--- src/sps_pkg.sv ---
package sps_pkg;

    localparam int NUM_SIGNATURES_DEF  = 16;
    localparam int MAX_PATTERN_LEN_DEF = 32;
    localparam int POSITION_BITS_DEF   = 27;

    localparam int SLOT_W   = 4;
    localparam int BYTE_W   = 8;
    localparam int POS_W    = 5;
    localparam int LEN_W    = 6;
    localparam int OFFSET_W = 27;

    typedef enum logic [1:0] {
        OP_SCAN    = 2'd0,
        OP_PATTERN = 2'd1,
        OP_HEADER  = 2'd2
    } t_op;

    typedef struct packed {
        logic [1:0]          operation;
        logic [BYTE_W-1:0]   byte_value;
        logic                last_byte;
        logic [SLOT_W-1:0]   sig_slot;
        logic [POS_W-1:0]    byte_pos;
        logic [LEN_W-1:0]    pattern_length;
        logic [OFFSET_W-1:0] match_offset;
        logic                search_anywhere;
        logic [BYTE_W-1:0]   severity_in;
    } t_in_item;

    typedef struct packed {
        logic              match_found;
        logic [SLOT_W-1:0] matched_slot;
        logic [BYTE_W-1:0] match_severity;
    } t_out_item;

    typedef struct packed {
        logic              found;
        logic [SLOT_W-1:0] slot;
        logic [BYTE_W-1:0] severity;
    } t_chain;

endpackage

--- src/sps_window.sv ---
module sps_window #(
    parameter int MAX_PATTERN_LEN = sps_pkg::MAX_PATTERN_LEN_DEF,
    parameter int POSITION_BITS   = sps_pkg::POSITION_BITS_DEF
) (
    input  logic                           i_clk,
    input  logic                           i_rst_n,
    input  logic                           i_shift,
    input  logic                           i_last,
    input  logic [sps_pkg::BYTE_W-1:0]     i_byte,
    output logic [sps_pkg::BYTE_W-1:0]     o_win_n [MAX_PATTERN_LEN],
    output logic [POSITION_BITS-1:0]       o_pos
);
    import sps_pkg::*;

    logic [BYTE_W-1:0]        r_win [MAX_PATTERN_LEN];
    logic [POSITION_BITS-1:0] r_count;
    logic [POSITION_BITS-1:0] n_count;

    always_comb begin
        o_win_n[0] = i_byte;
        for (int j = 1; j < MAX_PATTERN_LEN; j++) begin
            o_win_n[j] = r_win[j-1];
        end
    end

    always_comb begin
        n_count = r_count;
        if (i_shift) begin
            if (i_last) begin
                n_count = '0;
            end else if (r_count != '1) begin
                n_count = r_count + 1'b1;
            end
        end
    end

    always_ff @(posedge i_clk) begin
        if (i_shift) begin
            r_win <= o_win_n;
        end
    end

    always_ff @(posedge i_clk) begin
        if (!i_rst_n) begin
            r_count <= '0;
        end else begin
            r_count <= n_count;
        end
    end

    assign o_pos = r_count;

endmodule

--- config.mk ---
export PLATFORM = sky130hd
export DESIGN_NAME = sps_window
export DESIGN_NICKNAME = d
export VERILOG_FILES = /design/src/sps_pkg.sv /design/src/sps_window.sv
export SDC_FILE = /design/constraint.sdc
export NUM_CORES = 1
export LEC_CHECK = 0
export ABC_AREA = 0
export BUFFER_PORTS_ARGS = -buffer_cell sky130_fd_sc_hd__buf_4
export CAP_MARGIN = 20
export CORE_UTILIZATION = 45
export CTS_CLUSTER_SIZE = 28
export DETAILED_ROUTE_END_ITERATION = 12
export GPL_ROUTABILITY_DRIVEN = 1
export PLACE_DENSITY_LB_ADDON = 0.15
export SETUP_SLACK_MARGIN = 0.2
export SLEW_MARGIN = 20
export SYNTH_ARGS = -nofsm -noshare
export SYNTH_HDL_FRONTEND = slang
export SYNTH_SLANG_ARGS = --single-unit
export TNS_END_PERCENT = 5
--- constraint.sdc ---
create_clock -name i_clk -period 3.7 [get_ports i_clk]
set_input_delay 0.74 -clock i_clk [delete_from_list [all_inputs] [get_ports i_clk]]
set_output_delay 0.74 -clock i_clk [all_outputs]
set_load 0.05 [all_outputs]
==> run summary, run 1 <==
Core Area: 19800 um2
Drt first pass iters: 4
Drt initial violations: 431
Setup crit start kind: flop
Die ar.: 21000 um2
Chip height: 145 um
Top cell type's share of synthesized area: 80.9%
Yosys top cell by area: edfxtp_1
P&R area growth vs syn: 36.5%
DR vias/cell: 5.34
Cells after synthesis: 466
Setup Buffers After CTS: 0
CTS tree: yes
Clock Latency Late Sink: 530 ps
Worst vdd ir: 0.000397 V
Clk sink count: 275
Area contributors post-synth: edfxtp_1, dfxtp_1, nand4_1, nand2_1, o21ai_0
Post-CTS Resized: 0
Outcome: finished clean
Final setup viols: 0
Worst slew pin tran: 1020 ps
Worst hold path class: input pin to flop
Clk_skew: 20.7 ps
Tot GR Track Use: 19.9%
Antenna cells: 0
Critical Path RT: 4140 ps
Final worst slack: 1270 ps
Num CTS Buffers: 28
Combinational family with the most area after synthesis: simple AND/OR/NAND/NOR gates
Avg Cell Area, Syn: 19.8 um2
Syn Std Cell Area: 9210 um2
Syn_nets: 480
Minimum clock period: 2430 ps
CP Data Arrival Time: 2870 ps
Final HPWL DP: 14.8 mm
EDFF count, synth: 248
Final hold vios: 0
First-pass GRT wire length: 32.5 mm
Number of max-cap violations: 0
Power density over cell area: 584 nW/um2
Yosys reg bits: 275
Seq/Total Area, Yosys: 86.8%
Pre-CTS setup slack: 1160 ps
Crit end category: flop
Post-synth ARST share: 0%
Antenna viol nets, final: 0
Slew HR: 32.2%
Main synth FF type: edfxtp_1
Row count: 51
Mux share of post-synthesis cell area: 0%
Grt total ovfl: 0
Library cells used by synthesis: 55
Final period utilization: 65.7%
Total wire length: 21.2 mm
Port Buffers: 294
Synth warnings: 0
Hold_ws: 392 ps
Number of global-route vias before repair: 5457
Residual DRC count: 0
Largest net degree at the start of global routing: 196
Io pins: 295
Die width: 145 um
Via count: 5640
Synth Area in Compound Gates: 5.31%
CTS root buf: clkbuf_16
Worst Path Max Fanout: 12
Initial antenna violation count: 0
Maximum clock path buffer count: 3
GPL Wtd Cong: 0.863
Starting Density: 46.5%
DR WL/cell: 20.1 um
Worst-path clk slew: 60 ps
Slew Limit Fails: 0
RSZ-0062 raised after global routing: no
Cts hold-fix bufs: 0
Nets: 786
Post-synthesis simple-gate area fraction: 6.14%
Xor/xnor share of the synthesized area: 0%
Lkg Pwr: 4.83 nW
TNS Setup: 0 ps
Share of synthesized cell area in full adder, half adder and majority cells: 0.272%
Setup CP Type: flop to flop
Achievable frequency: 412 MHz
CTS H-Tree Depth: 1
Layout cells sized above 1: 43.3%
[worst paths after layout]
| kind | start | to | slack, ps | cells after the start |
|---|---|---|---|---|
| setup / recovery | o_pos[4] | o_pos[19] | 1270 | 5 |
| hold / removal | i_byte[4] | o_win_n[244] | 390 | 1 |
| setup reg to reg | o_pos[4] | o_pos[19] | 1270 | 5 |
| hold reg to reg | o_win_n[199] | o_win_n[191] | 450 | 0 |
[routing by layer]
layer / track usage, % / vias up / share of wire, % / wire, um
li1: - / 2498 / - / -
met1: 25.6 / 2783 / 40 / 8490
met2: 32.0 / 319 / 48 / 10200
met3: 6.42 / 40 / 9.5 / 2020
met4: 6.33 / 0 / 2.5 / 525
met5: 0 / - / 0 / 0
[metrics by stage]
stage | area (um2) | instances | power, mW | util [%]
3_5_place_dp | 11600 | 1007 | 4.63 | 58.9
3_3_place_gp | 11600 | 1007 | 4.62 | 58.9
4_1_cts | 12600 | 1057 | 7.42 | 63.5
2_1_floorplan | 9210 | 466 | 4.28 | -
6_report | 12600 | 1057 | 7.34 | 63.5
5_1_grt | 12600 | 1057 | 7.57 | 63.5
[power by group]
group,internal (mW),switching [mW]
Sequential,3.57,0.0867
Clock,1.70,1.09
Combinational,0.204,0.690
Total,5.48,1.87
[Yosys cell counts, types with 3 or more instances]
cell        n
edfxtp_1  248
dfxtp_1    27
nand2_1    20
o21ai_0    15
nand4_1    14
a21oi_1    13
nand3_1    12
nor2_1     12
a31oi_1    10
buf_4       8
nor4_1      8
nor3_1      6
clkbuf_1    5
o311ai_0    5
and4_1      4
o211ai_1    4
a22o_1      3
inv_1       3
[flip-flops by register name (all words and copies together) (netlist names)]
register / count
o_win_n: 248
o_pos: 27
[area by class of cell]
| cell class | instances | area [um2] |
|---|---|---|
| flip-flops and latches | 275 | 7990 |
| multi-input cells | 168 | 1080 |
| repair buffers | 295 | 2230 |
| fillers | 1442 | 7220 |
| inverters | 4 | 15.0 |
| clock buffers | 34 | 744 |
| clock inverters | 16 | 171 |
| well taps | 265 | 332 |
[kinds of logic after synthesis]
group                    count (synthesis)
AO/OA/AOI/OAI                           70
buffers and inverters                   23
flip-flops                             275
AND/OR/NAND/NOR                         96
adder cells (fa/ha/maj)                  2
[critical path, cell delays in order (launching register included)]
cell	delay, ps
dfxtp_1	570
nand4_4	200
or4_4	690
o31ai_4	410
nand2_1	240
a31oi_1	220
[cell usage in the layout (no fill, tap or decap), types with 4 or more instances in the layout]
cell type,n
nor3_1,6
clkinv_2,5
clkbuf_1,5
nand2_1,20
nand4_1,14
clkinv_1,8
edfxtp_1,248
nor4_1,8
and4_1,4
o311ai_0,5
a21oi_1,13
o211ai_1,4
nor2_1,12
bufinv_16,4
a31oi_1,10
buf_4,293
clkbuf_16,29
nand3_1,12
o21ai_0,15
dfxtp_1,27
No activity file was read; power rests on OpenSTA's default activity.
==> run 2: changes to the inputs <==
Clock period 3.7 ns to 2.5 ns, I/O delays scaled along.
==> run summary, run 2 (same netlist as run 1, synthesis figures left out) <==
Outcome: finished clean
Power density over cell area: 837 nW/um2 (+43%)
Worst R2R Path Depth: 6 (+1)
Crit end category: flop
Io pins: 295 (unchanged)
FF+latch area: 8000 um2 (about the same)
Cts hold-fix bufs: 0 (unchanged)
Clk sink count: 275 (unchanged)
Lkg Pwr: 4.88 nW (+1.0%)
Tot GR Track Use: 20.0% (+0.11 points)
Largest net degree at the start of global routing: 106 (-46%)
RSZ-0062 raised after global routing: yes
Multi-input logic area: 1080 um2 (+0.12%)
Achievable frequency: 454 MHz (+10%)
Die ar.: 21000 um2 (unchanged)
Num CTS Buffers: 28 (unchanged)
Residual DRC count: 0 (unchanged)
Port Buffers: 294 (unchanged)
Grt total ovfl: 0 (unchanged)
Fill cells: 1455 (+0.90%)
First-pass GRT wire length: 32.9 mm (+1.1%)
Final setup viols: 0 (unchanged)
CTS root buf: clkbuf_16
Total wire length: 21.4 mm (+0.99%)
Slew HR: 53.2% (+21 points)
DR WL/cell: 20.0 um (-0.52%)
TNS Setup: 0 ps (unchanged)
Maximum clock path buffer count: 3 (unchanged)
Number of global-route vias before repair: 5544 (+1.6%)
Max reg flops: 248 (unchanged)
Row count: 51 (unchanged)
Layout cells sized above 1: 45.3% (+2.0 points)
Clk_skew: 14.8 ps (-5.95 ps)
Nets: 802 (+2.0%)
Initial antenna violation count: 0 (unchanged)
Setup Buffers After CTS: 0 (unchanged)
Minimum clock period: 2200 ps (-227 ps)
Worst slew pin tran: 695 ps (-322 ps)
Via count: 5668 (+0.50%)
Drt first pass iters: 5 (+1)
Leading cell type in the layout, fill and taps excluded: buf_4
Die width: 145 um (unchanged)
Final HPWL DP: 14.9 mm (+0.78%)
Overall power: 10.6 mW (+44%)
Worst-path clk slew: 70 ps (about the same)
Worst vdd ir: 0.000588 V (+48%)
Worst Path Max Fanout: 12 (unchanged)
Number of max-cap violations: 0 (unchanged)
Starting Density: 46.5% (unchanged)
Hold depth: 1 (unchanged)
CTS tree: yes
Setup crit start kind: flop
Critical Path RT: 2890 ps (-1250 ps)
GPL Wtd Cong: 0.888 (+2.8%)
Final period utilization: 88.1% (+22 points)
Core Area: 19800 um2 (unchanged)
Clock Latency Late Sink: 520 ps (about the same)
CTS H-Tree Depth: 1 (unchanged)
Antenna cells: 0 (unchanged)
DR vias/cell: 5.28 (-1.0%)
P&R area growth vs syn: 37.2%
Chip height: 145 um (unchanged)
Drt initial violations: 338 (-22%)
Setup CP Type: flop to flop
Antenna viol nets, final: 0 (unchanged)
Final hold vios: 0 (unchanged)
Worst hold path class: input pin to flop
Slew Limit Fails: 0 (unchanged)
CP Data Arrival Time: 2600 ps (-270 ps)
Most frequent cells in the layout: buf_4, edfxtp_1, clkbuf_16
## run 2: final timing paths
path	startpoint	endpoint	slack, ps
max	o_pos[0]	o_pos[19]	300
min	i_byte[6]	o_win_n[246]	160
max reg2reg	o_pos[0]	o_pos[19]	300
min reg2reg	o_win_n[138]	o_win_n[130]	450
## run 2: layer usage
layer	track usage (%)	vias to the layer above	wire (um)
met4	7.66	0	767
met3	6.98	57	2230
met2	31.0	353	9770
li1	-	2527	-
met5	0	-	0
met1	25.9	2731	8650
## run 2: cell type report
| type | instances | share of cell area, % |
|---|---|---|
| tap | 265 | 2.62 |
| multi-input combinational | 168 | 8.56 |
| sequential | 275 | 63.3 |
| clock buffer | 35 | 5.92 |
| timing repair buffer | 311 | 18.7 |
| clock inverter | 15 | 0.772 |
| inverter | 4 | 0.119 |
## run 2: power by group
group | switching, mW | total (mW) | internal (mW)
clock network | 1.61 | 3.82 | 2.21
registers | 0.125 | 5.41 | 5.29
logic | 1.03 | 1.34 | 0.313
total | 2.76 | 10.6 | 7.81
## run 2: what timing repair did
item	in CTS	in global routing
gates resized for setup	0	1
hold endpoints to repair	0	0
setup endpoints to repair	0	2
## run 2: worst max-delay path, cell delays in order, from the launching register on
cell and delay [ps]:
dfxtp_2 390, ha_1 200, nand3_1 120, or4_4 640
o211a_1 360, a41oi_1 290, a31oi_1 80
## run 2: metrics by stage
stage                     hold WS, ps  std cells  worst slack [ps]  cell area, um2  util [%]
after floorplan                   589        466               205            9220         -
after global placement            433       1023               448           11800      59.6
after detailed placement          434       1023               368           11800      59.6
after CTS                         138       1073               357           12600      63.9
after global routing              135       1073               199           12600      63.9
final                             162       1073               297           12600      63.9
==> run 3: changes to the inputs <==
Settings changed: SLEW_MARGIN 20 to not set.
Clock period 2.5 ns to 2.18 ns, I/O delays scaled along.
==> run summary, run 3 (same netlist as run 1, synthesis figures left out) <==
Clk_skew: 17.7 ps (+2.97 ps)
CP Data Arrival Time: 2390 ps (-210 ps)
Final hold vios: 0 (unchanged)
Grt total ovfl: 0 (unchanged)
Leading cell type in the layout, fill and taps excluded: buf_4
Power density over cell area: 954 nW/um2 (+14%)
Setup CP Type: flop to flop
Final period utilization: 90.9% (+2.8 points)
Initial antenna violation count: 0 (unchanged)
Layout cells sized above 1: 49.1% (+3.8 points)
Residual DRC count: 0 (unchanged)
Worst slew pin tran: 683 ps (-12.6 ps)
Number of max-cap violations: 0 (unchanged)
Most frequent cells in the layout: buf_4, edfxtp_1, clkbuf_16
Die width: 145 um (unchanged)
CTS root buf: clkbuf_16
Nets: 811 (+1.1%)
Antenna viol nets, final: 0 (unchanged)
Port Buffers: 294 (unchanged)
DR WL/cell: 19.8 um (-0.55%)
Sw Share: 26.4% (+0.27 points)
Num CTS Buffers: 28 (unchanged)
Switching power: 3.24 mW (+17%)
CTS tree: yes
RSZ-0062 raised after global routing: yes
Reg-to-reg startpoint: o_pos[13]
Outcome: finished clean
Via count: 5678 (+0.18%)
Number of global-route vias before repair: 5605 (+1.1%)
Clock network fraction of design power: 36.9% (+0.8 points)
Maximum clock path buffer count: 3 (unchanged)
Largest net degree at the start of global routing: 137 (+29%)
Setup crit start kind: flop
Antenna cells: 0 (unchanged)
Crit path from: o_pos[13]
Worst-path clk slew: 70 ps (about the same)
Die ar.: 21000 um2 (unchanged)
Final worst slack: 199 ps (-98.1 ps)
Worst Path Max Fanout: 7 (-5)
Achievable frequency: 505 MHz (+11%)
First-pass GRT wire length: 32.8 mm (-0.10%)
Total wire length: 21.5 mm (+0.47%)
Final setup viols: 0 (unchanged)
Drt first pass iters: 7 (+2)
Worst R2R Path Depth: 6 (unchanged)
Core Area: 19800 um2 (unchanged)
Critical path destination: o_pos[19]
DR vias/cell: 5.24 (-0.84%)
Final HPWL DP: 14.7 mm (-1.2%)
Reg2reg setup slack: 200 ps (-100 ps)
Worst reg2reg path endpoint: o_pos[19]
Row count: 51 (unchanged)
Lkg Pwr: 4.95 nW (+1.3%)
Starting Density: 46.5% (unchanged)
Combinational share of power: 12.6% (about the same)
Io pins: 295 (unchanged)
Critical Path RT: 2590 ps (-300 ps)
Clk sink count: 275 (unchanged)
Crit end category: flop
P&R area growth vs syn: 39.7%
Drt initial violations: 349 (+3.3%)
Slew Limit Fails: 0 (unchanged)
Worst hold path class: input pin to flop
CTS H-Tree Depth: 1 (unchanged)
Tot GR Track Use: 20.0% (+0.032 points)
TNS Setup: 0 ps (unchanged)
Sequential share of power: 50.5% (-0.7 points)
Chip height: 145 um (unchanged)
Clock Latency Late Sink: 540 ps (+20 ps)
Pre-CTS setup slack: 148 ps (-220 ps)
GPL Wtd Cong: 0.894 (+0.65%)
Internal: 9.03 mW (+16%)
Worst vdd ir: 0.000617 V (+4.9%)
Slew HR: 54.5% (+1.3 points)
Minimum clock period: 1980 ps (-222 ps)
Max reg flops: 248 (unchanged)
Cts hold-fix bufs: 0 (unchanged)
==> run 3: worst max-delay path, stage by stage, from the launching register on <==
cell,delay [ps]
dfxtp_4,380
nand4_1,140
or4_4,630
buf_4,170
o211a_4,260
a41oi_2,200
a31oi_1,60
==> run 3: worst min path at each step <==
stage	from	endpoint	slack, ps	depth (start not counted)
final	i_byte[1]	o_win_n[241]	90	1
after global routing	i_byte[3]	o_win_n[243]	60	1
after floorplan	i_byte[0]	o_win_n[240]	530	0
after CTS	i_byte[3]	o_win_n[243]	60	1
after detailed placement	o_win_n[151]	o_win_n[143]	430	0
after global placement	o_win_n[119]	o_win_n[111]	430	0
==> run 3: per-stage QoR <==
stage	hold WS (ps)	cells	util, %	instance area (um2)	power [mW]
6_report	87.6	1084	65.0	12900	12.3
5_1_grt	59.6	1084	65.0	12900	12.7
4_1_cts	61.8	1073	64.3	12700	12.4
3_5_place_dp	433	1019	59.8	11800	7.86
3_3_place_gp	435	1019	59.8	11800	7.85
2_1_floorplan	535	466	-	9280	7.26
==> run 3: power by group through the flow <==
stage	clock network, mW	registers [mW]	logic [mW]
after global routing	4.85	6.23	1.59
after CTS	4.64	6.20	1.56
final	4.53	6.19	1.55
after detailed placement	0	6.31	1.55
after global placement	0	6.29	1.55
after floorplan	0	7.18	0.0829
==> run 3: routing by layer <==
metal,GRT usage (%),vias up,share of wire (%)
li1,-,2549,-
met1,26.0,2734,40
met2,31.9,343,47
met3,6.04,52,10
met4,7.13,0,3.0
met5,0,-,0
==> run 3: timing repair <==
action                                  CTS  global route
setup buffers                             2            10
endpoints found under the hold margin     0             0
pin swaps                                 1             3
endpoints found under the setup margin    9            20
gates cloned                              0             1
gates resized for setup                   1            15
==> run 3: layout make-up <==
class                           count  area (um2)
Clock inverter                     16         146
Fill cell                        1459        6920
Multi-Input combinational cell    169        1150
Timing Repair Buffer              319        2440
Sequential cell                   275        8050
Tap cell                          265         332
Inverter                            4        15.0
Clock buffer                       36         731
